`src/rtl/i2cbb_pkg.sv`:
```
`timescale 1ns / 1ps
`default_nettype none
// ----------------------------------------------------------------------------
// I2C bit-bang master package
// Command codes, phase descriptor and the phase table of each command.
// ----------------------------------------------------------------------------
package i2cbb_pkg;

    typedef enum logic [2:0] {
        OP_START   = 3'd0,
        OP_RESTART = 3'd1,
        OP_WRITE   = 3'd2,
        OP_RD_ACK  = 3'd3,
        OP_RD_NACK = 3'd4,
        OP_STOP    = 3'd5
    } t_op;

    typedef enum logic [1:0] {
        SMP_NONE = 2'd0,
        SMP_ACK  = 2'd1,
        SMP_DATA = 2'd2,
        SMP_WBIT = 2'd3
    } t_smp;

    typedef struct packed {
        logic vld;
        logic scl;
        logic sda;
        logic dbl;
        t_smp smp;
    } t_phase;

    localparam int BYTE_PHASES = 16;

    function automatic t_phase mk_ph(input logic scl, input logic sda,
                                     input logic dbl, input t_smp smp);
        t_phase ph;
        ph.vld = 1'b1;
        ph.scl = scl;
        ph.sda = sda;
        ph.dbl = dbl;
        ph.smp = smp;
        return ph;
    endfunction

    // Phase p of command op; vld low past the end of the sequence.
    function automatic t_phase phase_info(input t_op op, input logic [5:0] p,
                                          input logic b);
        t_phase     ph;
        logic [5:0] q;
        logic       a;
        ph = '{vld: 1'b0, scl: 1'b1, sda: 1'b1, dbl: 1'b0, smp: SMP_NONE};
        q  = p;
        a  = (op == OP_RD_NACK);
        unique case (op)
            OP_STOP: begin
                if (p == 6'd0)      ph = mk_ph(1'b1, 1'b0, 1'b0, SMP_NONE);
                else if (p == 6'd1) ph = mk_ph(1'b1, 1'b1, 1'b0, SMP_NONE);
            end
            OP_RD_ACK, OP_RD_NACK: begin
                if (p < 6'(BYTE_PHASES)) begin
                    if (!p[0]) ph = mk_ph(1'b1, 1'b1, 1'b1, SMP_DATA);
                    else       ph = mk_ph(1'b0, 1'b1, 1'b0, SMP_NONE);
                end else if (p == 6'd16) ph = mk_ph(1'b1, a, 1'b0, SMP_NONE);
                else if (p == 6'd17)     ph = mk_ph(1'b0, a, 1'b0, SMP_NONE);
            end
            default: begin
                if (op == OP_START) q = p - 6'd2;
                else if (op == OP_RESTART) q = p - 6'd4;
                if (op == OP_START && p == 6'd0)
                    ph = mk_ph(1'b1, 1'b0, 1'b0, SMP_NONE);
                else if (op == OP_START && p == 6'd1)
                    ph = mk_ph(1'b0, 1'b0, 1'b0, SMP_NONE);
                else if (op == OP_RESTART && p == 6'd0)
                    ph = mk_ph(1'b0, 1'b1, 1'b0, SMP_NONE);
                else if (op == OP_RESTART && p == 6'd1)
                    ph = mk_ph(1'b1, 1'b1, 1'b0, SMP_NONE);
                else if (op == OP_RESTART && p == 6'd2)
                    ph = mk_ph(1'b1, 1'b0, 1'b0, SMP_NONE);
                else if (op == OP_RESTART && p == 6'd3)
                    ph = mk_ph(1'b0, 1'b0, 1'b0, SMP_NONE);
                else if (q < 6'(BYTE_PHASES)) begin
                    if (!q[0]) ph = mk_ph(1'b1, b, 1'b0, SMP_NONE);
                    else       ph = mk_ph(1'b0, b, 1'b0, SMP_WBIT);
                end else if (q == 6'd16) ph = mk_ph(1'b0, 1'b1, 1'b0, SMP_NONE);
                else if (q == 6'd17)     ph = mk_ph(1'b1, 1'b1, 1'b0, SMP_ACK);
                else if (q == 6'd18)     ph = mk_ph(1'b0, 1'b1, 1'b0, SMP_NONE);
            end
        endcase
        return ph;
    endfunction

endpackage
`default_nettype wire

```
`src/rtl/i2c_bit_bang_master_unit.sv`:
```
`timescale 1ns / 1ps
`default_nettype none
// ----------------------------------------------------------------------------
// I2C bit-bang master unit
// Open-drain I2C master walking SCL/SDA phase by phase, one beat per step.
//
//  channel   dir  handshake                     payload
//  s_axis    in   s_axis_tvalid/s_axis_tready   tdata 24b, tuser 4b
//  m_axis    out  m_axis_tvalid/m_axis_tready   tdata 16b
//  cfg       in   i_cfg_valid/o_cfg_ready       i_cfg_data = half_period
//
// One beat per clock while m_axis does not stall; each beat passes the input
// register, then the step logic into the state and result registers.
// Synchronous active-low reset; half_period resets to 1.
// A stall on m_axis holds the result register, then the input register,
// then drops s_axis_tready. o_cfg_ready is always high.
// ----------------------------------------------------------------------------
module i2c_bit_bang_master_unit
    import i2cbb_pkg::*;
(
    input  wire logic        i_clk,
    input  wire logic        i_rst_n,
    input  wire logic        s_axis_tvalid,
    output      logic        s_axis_tready,
    // tick, slave_address[7:1], read_mode, write_data[16:9], sda_in, pad
    input  wire logic [23:0] s_axis_tdata,
    // cmd_valid, operation[3:1]
    input  wire logic [3:0]  s_axis_tuser,
    output      logic        m_axis_tvalid,
    input  wire logic        m_axis_tready,
    // scl_release, sda_release, busy_res, done_res, read_data[11:4],
    // slave_nack, pad
    output      logic [15:0] m_axis_tdata,
    input  wire logic        i_cfg_valid,
    output      logic        o_cfg_ready,
    input  wire logic [7:0]  i_cfg_data
);

    logic        r_in_vld;
    logic [17:0] r_in_data;
    logic [3:0]  r_in_user;
    logic        r_out_vld;
    logic [15:0] r_out_data;

    logic [7:0]  r_half;
    t_op         r_op,    n_op;
    logic [5:0]  r_phase, n_phase;
    logic [3:0]  r_bcnt,  n_bcnt;
    logic [7:0]  r_shift, n_shift;
    logic [8:0]  r_delay, n_delay;
    logic        r_busy,  n_busy;
    logic        r_scl,   n_scl;
    logic        r_sda,   n_sda;
    logic        r_ack,   n_ack;
    logic [7:0]  r_rxb,   n_rxb;
    logic        n_done;

    logic        s2_go;
    logic        in_tick, in_cmd, in_rd, in_sda;
    logic [2:0]  in_op;
    logic [6:0]  in_addr;
    logic [7:0]  in_wd;
    logic [7:0]  hp_eff;
    logic [8:0]  dec;
    logic [5:0]  np;
    t_phase      cur_ph, nxt_ph;

    assign s2_go         = r_in_vld && (!r_out_vld || m_axis_tready);
    assign s_axis_tready = !r_in_vld || s2_go;
    assign o_cfg_ready   = 1'b1;
    assign m_axis_tvalid = r_out_vld;
    assign m_axis_tdata  = r_out_data;

    assign in_tick = r_in_data[0];
    assign in_addr = r_in_data[7:1];
    assign in_rd   = r_in_data[8];
    assign in_wd   = r_in_data[16:9];
    assign in_sda  = r_in_data[17];
    assign in_cmd  = r_in_user[0];
    assign in_op   = r_in_user[3:1];
    assign hp_eff  = (r_half == 8'd0) ? 8'd1 : r_half;
    assign dec     = (r_delay != 9'd0) ? r_delay - 9'd1 : 9'd0;
    assign np      = r_phase + 6'd1;

    always_comb begin
        n_op    = r_op;
        n_phase = r_phase;
        n_bcnt  = r_bcnt;
        n_shift = r_shift;
        n_delay = r_delay;
        n_busy  = r_busy;
        n_scl   = r_scl;
        n_sda   = r_sda;
        n_ack   = r_ack;
        n_rxb   = r_rxb;
        n_done  = 1'b0;
        cur_ph  = phase_info(r_op, r_phase, r_shift[7]);
        nxt_ph  = cur_ph;
        if (!r_busy) begin
            if (in_cmd && in_op <= OP_STOP) begin
                n_op    = t_op'(in_op);
                n_phase = 6'd0;
                n_bcnt  = 4'd0;
                if (in_op == OP_START || in_op == OP_RESTART) n_shift = {in_addr, in_rd};
                else if (in_op == OP_WRITE) n_shift = in_wd;
                else n_shift = 8'd0;
                n_busy  = 1'b1;
                nxt_ph  = phase_info(n_op, 6'd0, n_shift[7]);
                n_delay = nxt_ph.dbl ? {hp_eff, 1'b0} : {1'b0, hp_eff};
                n_scl   = nxt_ph.scl;
                n_sda   = nxt_ph.sda;
            end
        end else if (in_tick) begin
            n_delay = dec;
            if (dec == 9'd0) begin
                if (cur_ph.vld) begin
                    case (cur_ph.smp)
                        SMP_ACK:  n_ack = in_sda;
                        SMP_DATA: begin
                            n_shift = {r_shift[6:0], in_sda};
                            n_bcnt  = r_bcnt + 4'd1;
                        end
                        SMP_WBIT: begin
                            n_shift = {r_shift[6:0], 1'b0};
                            n_bcnt  = r_bcnt + 4'd1;
                        end
                        default: ;
                    endcase
                end
                n_phase = np;
                nxt_ph  = phase_info(r_op, np, n_shift[7]);
                if (nxt_ph.vld) begin
                    n_delay = nxt_ph.dbl ? {hp_eff, 1'b0} : {1'b0, hp_eff};
                    n_scl   = nxt_ph.scl;
                    n_sda   = nxt_ph.sda;
                end else begin
                    n_busy = 1'b0;
                    n_done = 1'b1;
                    if (r_op == OP_RD_ACK || r_op == OP_RD_NACK) n_rxb = n_shift;
                end
            end
        end
    end

    always_ff @(posedge i_clk) begin
        if (!i_rst_n) begin
            r_in_vld  <= 1'b0;
            r_out_vld <= 1'b0;
            r_half    <= 8'd1;
            r_op      <= OP_STOP;
            r_phase   <= 6'd0;
            r_bcnt    <= 4'd0;
            r_shift   <= 8'd0;
            r_delay   <= 9'd0;
            r_busy    <= 1'b0;
            r_scl     <= 1'b1;
            r_sda     <= 1'b1;
            r_ack     <= 1'b0;
            r_rxb     <= 8'd0;
        end else begin
            if (i_cfg_valid) r_half <= i_cfg_data;
            if (s_axis_tready) r_in_vld <= s_axis_tvalid;
            if (s2_go) begin
                r_out_vld <= 1'b1;
                r_op      <= n_op;
                r_phase   <= n_phase;
                r_bcnt    <= n_bcnt;
                r_shift   <= n_shift;
                r_delay   <= n_delay;
                r_busy    <= n_busy;
                r_scl     <= n_scl;
                r_sda     <= n_sda;
                r_ack     <= n_ack;
                r_rxb     <= n_rxb;
            end else if (m_axis_tready) begin
                r_out_vld <= 1'b0;
            end
        end
    end

    always_ff @(posedge i_clk) begin
        if (s_axis_tready && s_axis_tvalid) begin
            r_in_data <= s_axis_tdata[17:0];
            r_in_user <= s_axis_tuser;
        end
        if (s2_go) begin
            r_out_data <= {3'b000, n_ack, n_rxb, n_done, n_busy, n_sda, n_scl};
        end
    end

`ifndef ASSERT_OFF
    a_done_idle: assert property (@(posedge i_clk) disable iff (!i_rst_n)
        r_out_vld && r_out_data[3] |-> !r_out_data[2])
        else $error("done beat reports busy");
    a_idle_delay: assert property (@(posedge i_clk) disable iff (!i_rst_n)
        !r_busy |-> r_delay == 9'd0)
        else $error("phase counter live while idle");
    a_delay_max: assert property (@(posedge i_clk) disable iff (!i_rst_n)
        r_delay <= 9'd510)
        else $error("phase counter out of range");
    a_bcnt_max: assert property (@(posedge i_clk) disable iff (!i_rst_n)
        r_bcnt <= 4'd8)
        else $error("bit count past one byte");
    a_step_busy: assert property (@(posedge i_clk) disable iff (!i_rst_n)
        s2_go && !r_busy && !(r_in_user[0] && r_in_user[3:1] <= OP_STOP)
        |=> !r_busy)
        else $error("went busy without a command");
`endif

endmodule
`default_nettype wire
```
`config.mk`:
```
export PLATFORM = sky130hd
export DESIGN_NAME = i2c_bit_bang_master_unit
export DESIGN_NICKNAME = d
export VERILOG_FILES = /design/src/rtl/i2cbb_pkg.sv /design/src/rtl/i2c_bit_bang_master_unit.sv
export SDC_FILE = /design/constraint.sdc
export NUM_CORES = 1
export LEC_CHECK = 0
export BUFFER_PORTS_ARGS = -buffer_cell sky130_fd_sc_hd__buf_2
export CORE_ASPECT_RATIO = 0.7
export CORE_MARGIN = 1.5
export CORE_UTILIZATION = 61
export CTS_BUF_LIST = sky130_fd_sc_hd__clkbuf_8
export DETAILED_ROUTE_END_ITERATION = 7
export HOLD_SLACK_MARGIN = 0.15
export PLACE_DENSITY_LB_ADDON = 0.05
export SYNTH_ARGS = -nofsm -noshare
export SYNTH_HDL_FRONTEND = slang
export SYNTH_SLANG_ARGS = --single-unit
```
`constraint.sdc`:
```
create_clock -name i_clk -period 7.6 [get_ports i_clk]
set_clock_uncertainty 0.15 [all_clocks]
set_input_delay 1.52 -clock i_clk [delete_from_list [all_inputs] [get_ports i_clk]]
set_output_delay 1.52 -clock i_clk [all_outputs]
set_load 0.005 [all_outputs]
```
# ---- Word-level counts from Yosys, hierarchy flattened
# Index checks and enable logic that the tools add are counted.
dict set report word_totals {
  ff_bits 83
  in_bits 41
  out_inout_bits 19
}
dict set report op_classes {
  add_sub_neg 6
  n_lt_le_gt_ge 6
  eq_ne 33
  n_mux 112
  bitwise_logic 1
  reduce_logical 38
}
# operator count
set op_table {}
lappend op_table {{two-way mux 6 bit} 51}
lappend op_table {{two-way mux 8 bit} 13}
lappend op_table {{equality test 6 x 5 -> 1 bit (second input constant)} 13}
lappend op_table {{two-way mux 9 bit} 8}
lappend op_table {{two-way mux 5 bit} 13}
lappend op_table {{< comparator 6 x 5 -> 1 bit (second input constant)} 5}
lappend op_table {{equality test 6 x 2 -> 1 bit (second input constant)} 4}
lappend op_table {{one-hot mux 6 bit (2 select lines)} 2}
lappend op_table {{two-way mux 1 bit} 23}
lappend op_table {{one-hot mux 8 bit (2 select lines)} 1}
lappend op_table {{logical AND 1 bit} 15}
lappend op_table {{equality test 3 bit (second input constant)} 4}
lappend op_table {{equality test 6 x 1 -> 1 bit (second input constant)} 2}
lappend op_table {{zero test 6 bit} 2}
lappend op_table {{subtractor 6 x 2 -> 6 bit (second input constant)} 2}
lappend op_table {{subtractor 6 x 3 -> 6 bit (second input constant)} 2}
lappend op_table {{one-hot mux 5 bit (2 select lines)} 1}
lappend op_table {{equality test 3 x 2 -> 1 bit (second input constant)} 3}
lappend op_table {{zero test 9 bit} 1}
lappend op_table {{AND reduction 3 bit} 3}
lappend op_table {{nonzero test 9 bit} 1}
lappend op_table {{subtractor 9 x 1 -> 9 bit (second input constant)} 1}
lappend op_table {{zero test 8 bit} 1}
lappend op_table {{adder 6 x 1 -> 6 bit (second input constant)} 1}
lappend op_table {{14 further kinds} 24}

# ---- Logic depth before layout (Yosys ltp)
dict set report depth {
  word_depth 36
  mapped_depth 14
  ltp_nobuf 12
}

# ---- Least setup slack after synthesis
# No wires, ideal clock.
dict set report synth_path {
  path_type {reg2reg}
  from {register r_phase[0]}
  to {register r_out_data[10], in the netlist m_axis_tdata[10], data pin}
  setup_ns 0.260
  arrival_ns 3.286
  required_time_ns 7.190
  setup_slack_ns 3.903
  path_stages_with_launch 15
  path_buffers 2
  period_less_slack_ns 3.697
  cell_sequence {dfxtp_1 > clkbuf_1 > inv_1 > ha_1 > inv_1 > ha_1 > xor2_1 > xnor2_1 > o21ai_0 > and4_1 > a311o_4 > a21oi_1 > and2b_1 > buf_6 > mux2_4}
}
dict set report synth_via {
  elab_chain_len 27
  word_cells_on_any_way 94
}
# element line_no
set synth_lines {}
lappend synth_lines {{start, declared} i2c_bit_bang_master_unit.sv:47} ;# logic [5:0] r_phase, n_phase;
lappend synth_lines {{start signal, assigned} i2c_bit_bang_master_unit.sv:166} ;# r_phase <= n_phase;
lappend synth_lines {{adder 6 x 1 -> 6 bit} i2c_bit_bang_master_unit.sv:83} ;# assign np = r_phase + 6'd1;
lappend synth_lines {{subtractor 6 x 3 -> 6 bit} i2cbb_pkg.sv:69} ;# else if (op == OP_RESTART) q = p - 6'd4;
lappend synth_lines {{two-way mux 6 bit} i2cbb_pkg.sv:69}
lappend synth_lines {{two-way mux 6 bit} i2cbb_pkg.sv:68} ;# if (op == OP_START) q = p - 6'd2;
lappend synth_lines {{two-way mux 6 bit} i2cbb_pkg.sv:55} ;# unique case (op)
lappend synth_lines {{two-way mux 6 bit} i2c_bit_bang_master_unit.sv:115} ;# if (dec == 9'd0) begin
lappend synth_lines {{two-way mux 6 bit} i2c_bit_bang_master_unit.sv:113} ;# end else if (in_tick) begin
lappend synth_lines {{two-way mux 6 bit} i2c_bit_bang_master_unit.sv:99} ;# if (!r_busy) begin
lappend synth_lines {{[12 not listed]} n/a}
lappend synth_lines {{two-way mux 6 bit} i2c_bit_bang_master_unit.sv:115}
lappend synth_lines {{two-way mux 6 bit} i2c_bit_bang_master_unit.sv:113}
lappend synth_lines {{two-way mux 6 bit} i2c_bit_bang_master_unit.sv:99}
lappend synth_lines {{two-way mux 8 bit (*)} i2c_bit_bang_master_unit.sv:132} ;# if (nxt_ph.vld) begin
lappend synth_lines {{two-way mux 8 bit (*)} i2c_bit_bang_master_unit.sv:115}
lappend synth_lines {{two-way mux 8 bit (*)} i2c_bit_bang_master_unit.sv:113}
lappend synth_lines {{two-way mux 8 bit (*)} i2c_bit_bang_master_unit.sv:99}
lappend synth_lines {{net n_rxb[6]} i2c_bit_bang_master_unit.sv:55} ;# logic [7:0] r_rxb, n_rxb;
lappend synth_lines {{end signal, assigned} i2c_bit_bang_master_unit.sv:187} ;# r_out_data <= {3'b000, n_ack, n_rxb, n_done, n_busy, n_sda, n_scl};
lappend synth_lines {{end, declared} i2c_bit_bang_master_unit.sv:43} ;# logic [15:0] r_out_data;
# Mark *: on every way through the listed nets, which the timed path passes. The rest lies on a longest branch. The select of a mux whose other input is x is not followed.
# A chain may end at the register's enable or synchronous reset.

# ---- Worst setup path after layout
dict set report layout_path {
  from {register r_phase[0]}
  to {register r_out_data[9], in the netlist m_axis_tdata[9], data pin}
}
# The elaborated chain is that of the path after synthesis.

==> qor.yml <==
outcome:
  outcome: "finished, final reports clean"
timing:
  timing.hold.ws_ps: 308.4
  slew_viol_final: 0
  fin_crit_ps: 4645
  fin_tns_setup_ps: 0
  fin_crit_sh_pct: 61.12
  grt_setup_unrepaired: "no"
  finalHoldViolCount: 0
  finalSetupViolCount: 0
  max_slew_margin_pct: 38.06
  worst_pin_slew_ps: 927.1
  max_freq_mhz: 215.3
drt:
  drt-total-wl_um: 12400
  wl_per_cell_um: 18.58
  drt_iter0_markers: 534
  first_pass_iters: 6
  drc: 0
  vias: 4315
  ant_nets: 0
  via_per_inst: 6.469
synthesis:
  yosysUniqueCellTypes: 78
  synth_edf_count: 35
  yosysSeqAreaShare_pct: 40.09
  ys.flop_type: "dfxtp_1"
  synthCells: 529
  async_flop_share_pct: 0
  avgSynthCellArea_um2: 9.487
  synth_seq_cells: 83
  syn_area_um2: 5019
  yosysWarnings: 0
grt:
  grt_pass1_vias: 3841
  grt_pass1_wl_um: 19870
  grt_overflow_total: 0
  antenna_found_initial: 0
  grt_max_degree: 34
  groute.usage.overall_pct: 28.81
clocking:
  numCtsBuffers: 9
  cts_setup_buffers: 0
  cts_resized: 0
  root_buffer: "clkbuf_8"
  cts_max_level: 3
  insertion_delay_ps: 370
  cts.sinks: 83
  cts.clk_slew.worst_paths_ps: 90
  cts_tree: "yes"
  cts-hold-fix-buffers: 0
  cts_max_path_buffers: 2
floorplanning:
  pin_count: 60
  coreArea_um2: 7905
  start_util_pct: 63.49
  rows: 27
  dieHeight_um: 78.89
  die_w_um: 111.4
  dieArea_um2: 8789
placement:
  dp_hpwl_um: 8898
  place_area_um2: 5213
  port_buffers: 49
  place_congestion: 0.9109
pwr:
  p_leak_uw: 0.002012
  irDropWorstVdd_v: 0.0001354
  cellPowerDensity_nw_per_um2: 173.9
finish:
  final_cell_area_um2: 5404
  layout.nets: 619
  regArea_um2: 2012
  antenna_cells: 0
  multiInputGateArea_um2: 2765
  area_growth_pct: 7.679
  fill_cells: 629
  post_route_cells_drive_above_1_share_pct: 17.84
worst_setup_path:
  crit_fanout: 17
  critPathLaunchType: "flop"
  crit_path_end_kind: "flop"
  path_class: "reg -> reg"
  required_ps: 7570
  cp_data_arrival_time_ps: 4610
worst_hold_path:
  hold_path_class: "reg -> reg"
flow_run:
  max_cap_viol_count: 0
## power by group
group / internal (uW) / switching [uW]
registers: 483 / 18.7
logic: 49.3 / 81.0
clock network: 127 / 180
## cell families after synthesis
logic type / Yosys count / share of synthesized area [%]
AND/OR/NAND/NOR: 181 / 18.13
buffers and inverters: 47 / 4.961
multiplexers: 34 / 7.804
flip-flops: 83 / 40.09
XOR/XNOR: 18 / 3.515
adder cells (fa/ha/maj): 17 / 4.238
other: 2 / 0.1496
AO/OA/AOI/OAI: 147 / 21.12
## layout make-up
type,instances,share of cell area [%]
clock buffers,9,2.292
repair buffers,49,4.538
well taps,101,2.339
clock inverters,7,1.250
inverters,17,1.181
multi-input cells,401,51.17
flip-flops and latches,83,37.23
## metal layers
layer  global-route usage, %  up-vias  wire [um]
met2                   41.66      258       5081
met3                   5.954       22       1296
met4                   9.494        0        205
met5                       0        -          0
met1                   43.04     2006       5812
li1                        -     2029          -
## registers in the layout, indices dropped and copies added (netlist names), 3 cells and up
register      count
r_shift           8
r_phase           6
r_rxb             8
r_in_user         4
m_axis_tdata     13
r_half            8
r_delay           9
r_op              3
r_in_data        18
## through the flow
stage	worst slack, ps	std cells	utilization [%]	total power [uW]
after floorplan	3903	531	-	598.0
after global placement	3051	651	65.94	632.4
after detailed placement	3046	651	65.94	635.9
after CTS	3027	667	68.36	943.5
after global routing	2719	667	68.36	975.2
final	2955	667	68.36	939.9
## layout by cell type, fill, tap and decap left out, types with 5 or more instances in the layout
cell       n
nor4_1     5
mux2_2     9
nor2b_1    6
nor3b_1    5
inv_1     15
nand2_1   53
ha_1      17
and2_1     5
xnor2_1   12
nor2_1    44
o21ai_0   34
dfxtp_1   48
mux2i_1   17
a31oi_1    8
a22o_1    14
nor3_1    11
a21oi_1   26
edfxtp_1  35
clkbuf_8   9
o211ai_1   7
buf_2     49
mux2_4     8
nand2b_1   6
a211oi_1   6
nand3_1   18
a221oi_1  10
xor2_1     5
nand4_1    7
## path summary, 6_finish.rpt
kind / start / end / slack [ps] / cells after the start
hold / removal: r_rxb[4] / r_rxb[4] / 310 / 2
setup / recovery: r_phase[0] / m_axis_tdata[9] / 2950 / 10
hold reg to reg: r_rxb[4] / r_rxb[4] / 310 / 2
setup reg to reg: r_phase[0] / m_axis_tdata[9] / 2950 / 10
## worst max-delay path, cell delays in order (launching register included)
cell     delay [ps]
dfxtp_1         720
ha_1            540
xnor2_1         360
ha_1            450
nand3_1         180
or2b_1          280
and4_1          210
a311o_4         380
a21oi_1         310
and2b_1         470
mux2_4          340
## synth_stat cells, types with 12 or more instances
master,number,area [um2]
nor2_1,44,165.2
a21oi_1,26,130.1
ha_1,17,212.7
nand2_1,53,198.9
xnor2_1,12,105.1
inv_1,15,56.30
a22o_1,14,122.6
o21ai_0,34,170.2
clkbuf_1,14,52.55
dfxtp_1,48,960.9
nand3_1,18,90.09
mux2i_1,17,170.2
edfxtp_1,35,1051
(Power assumes the default switching activity.)
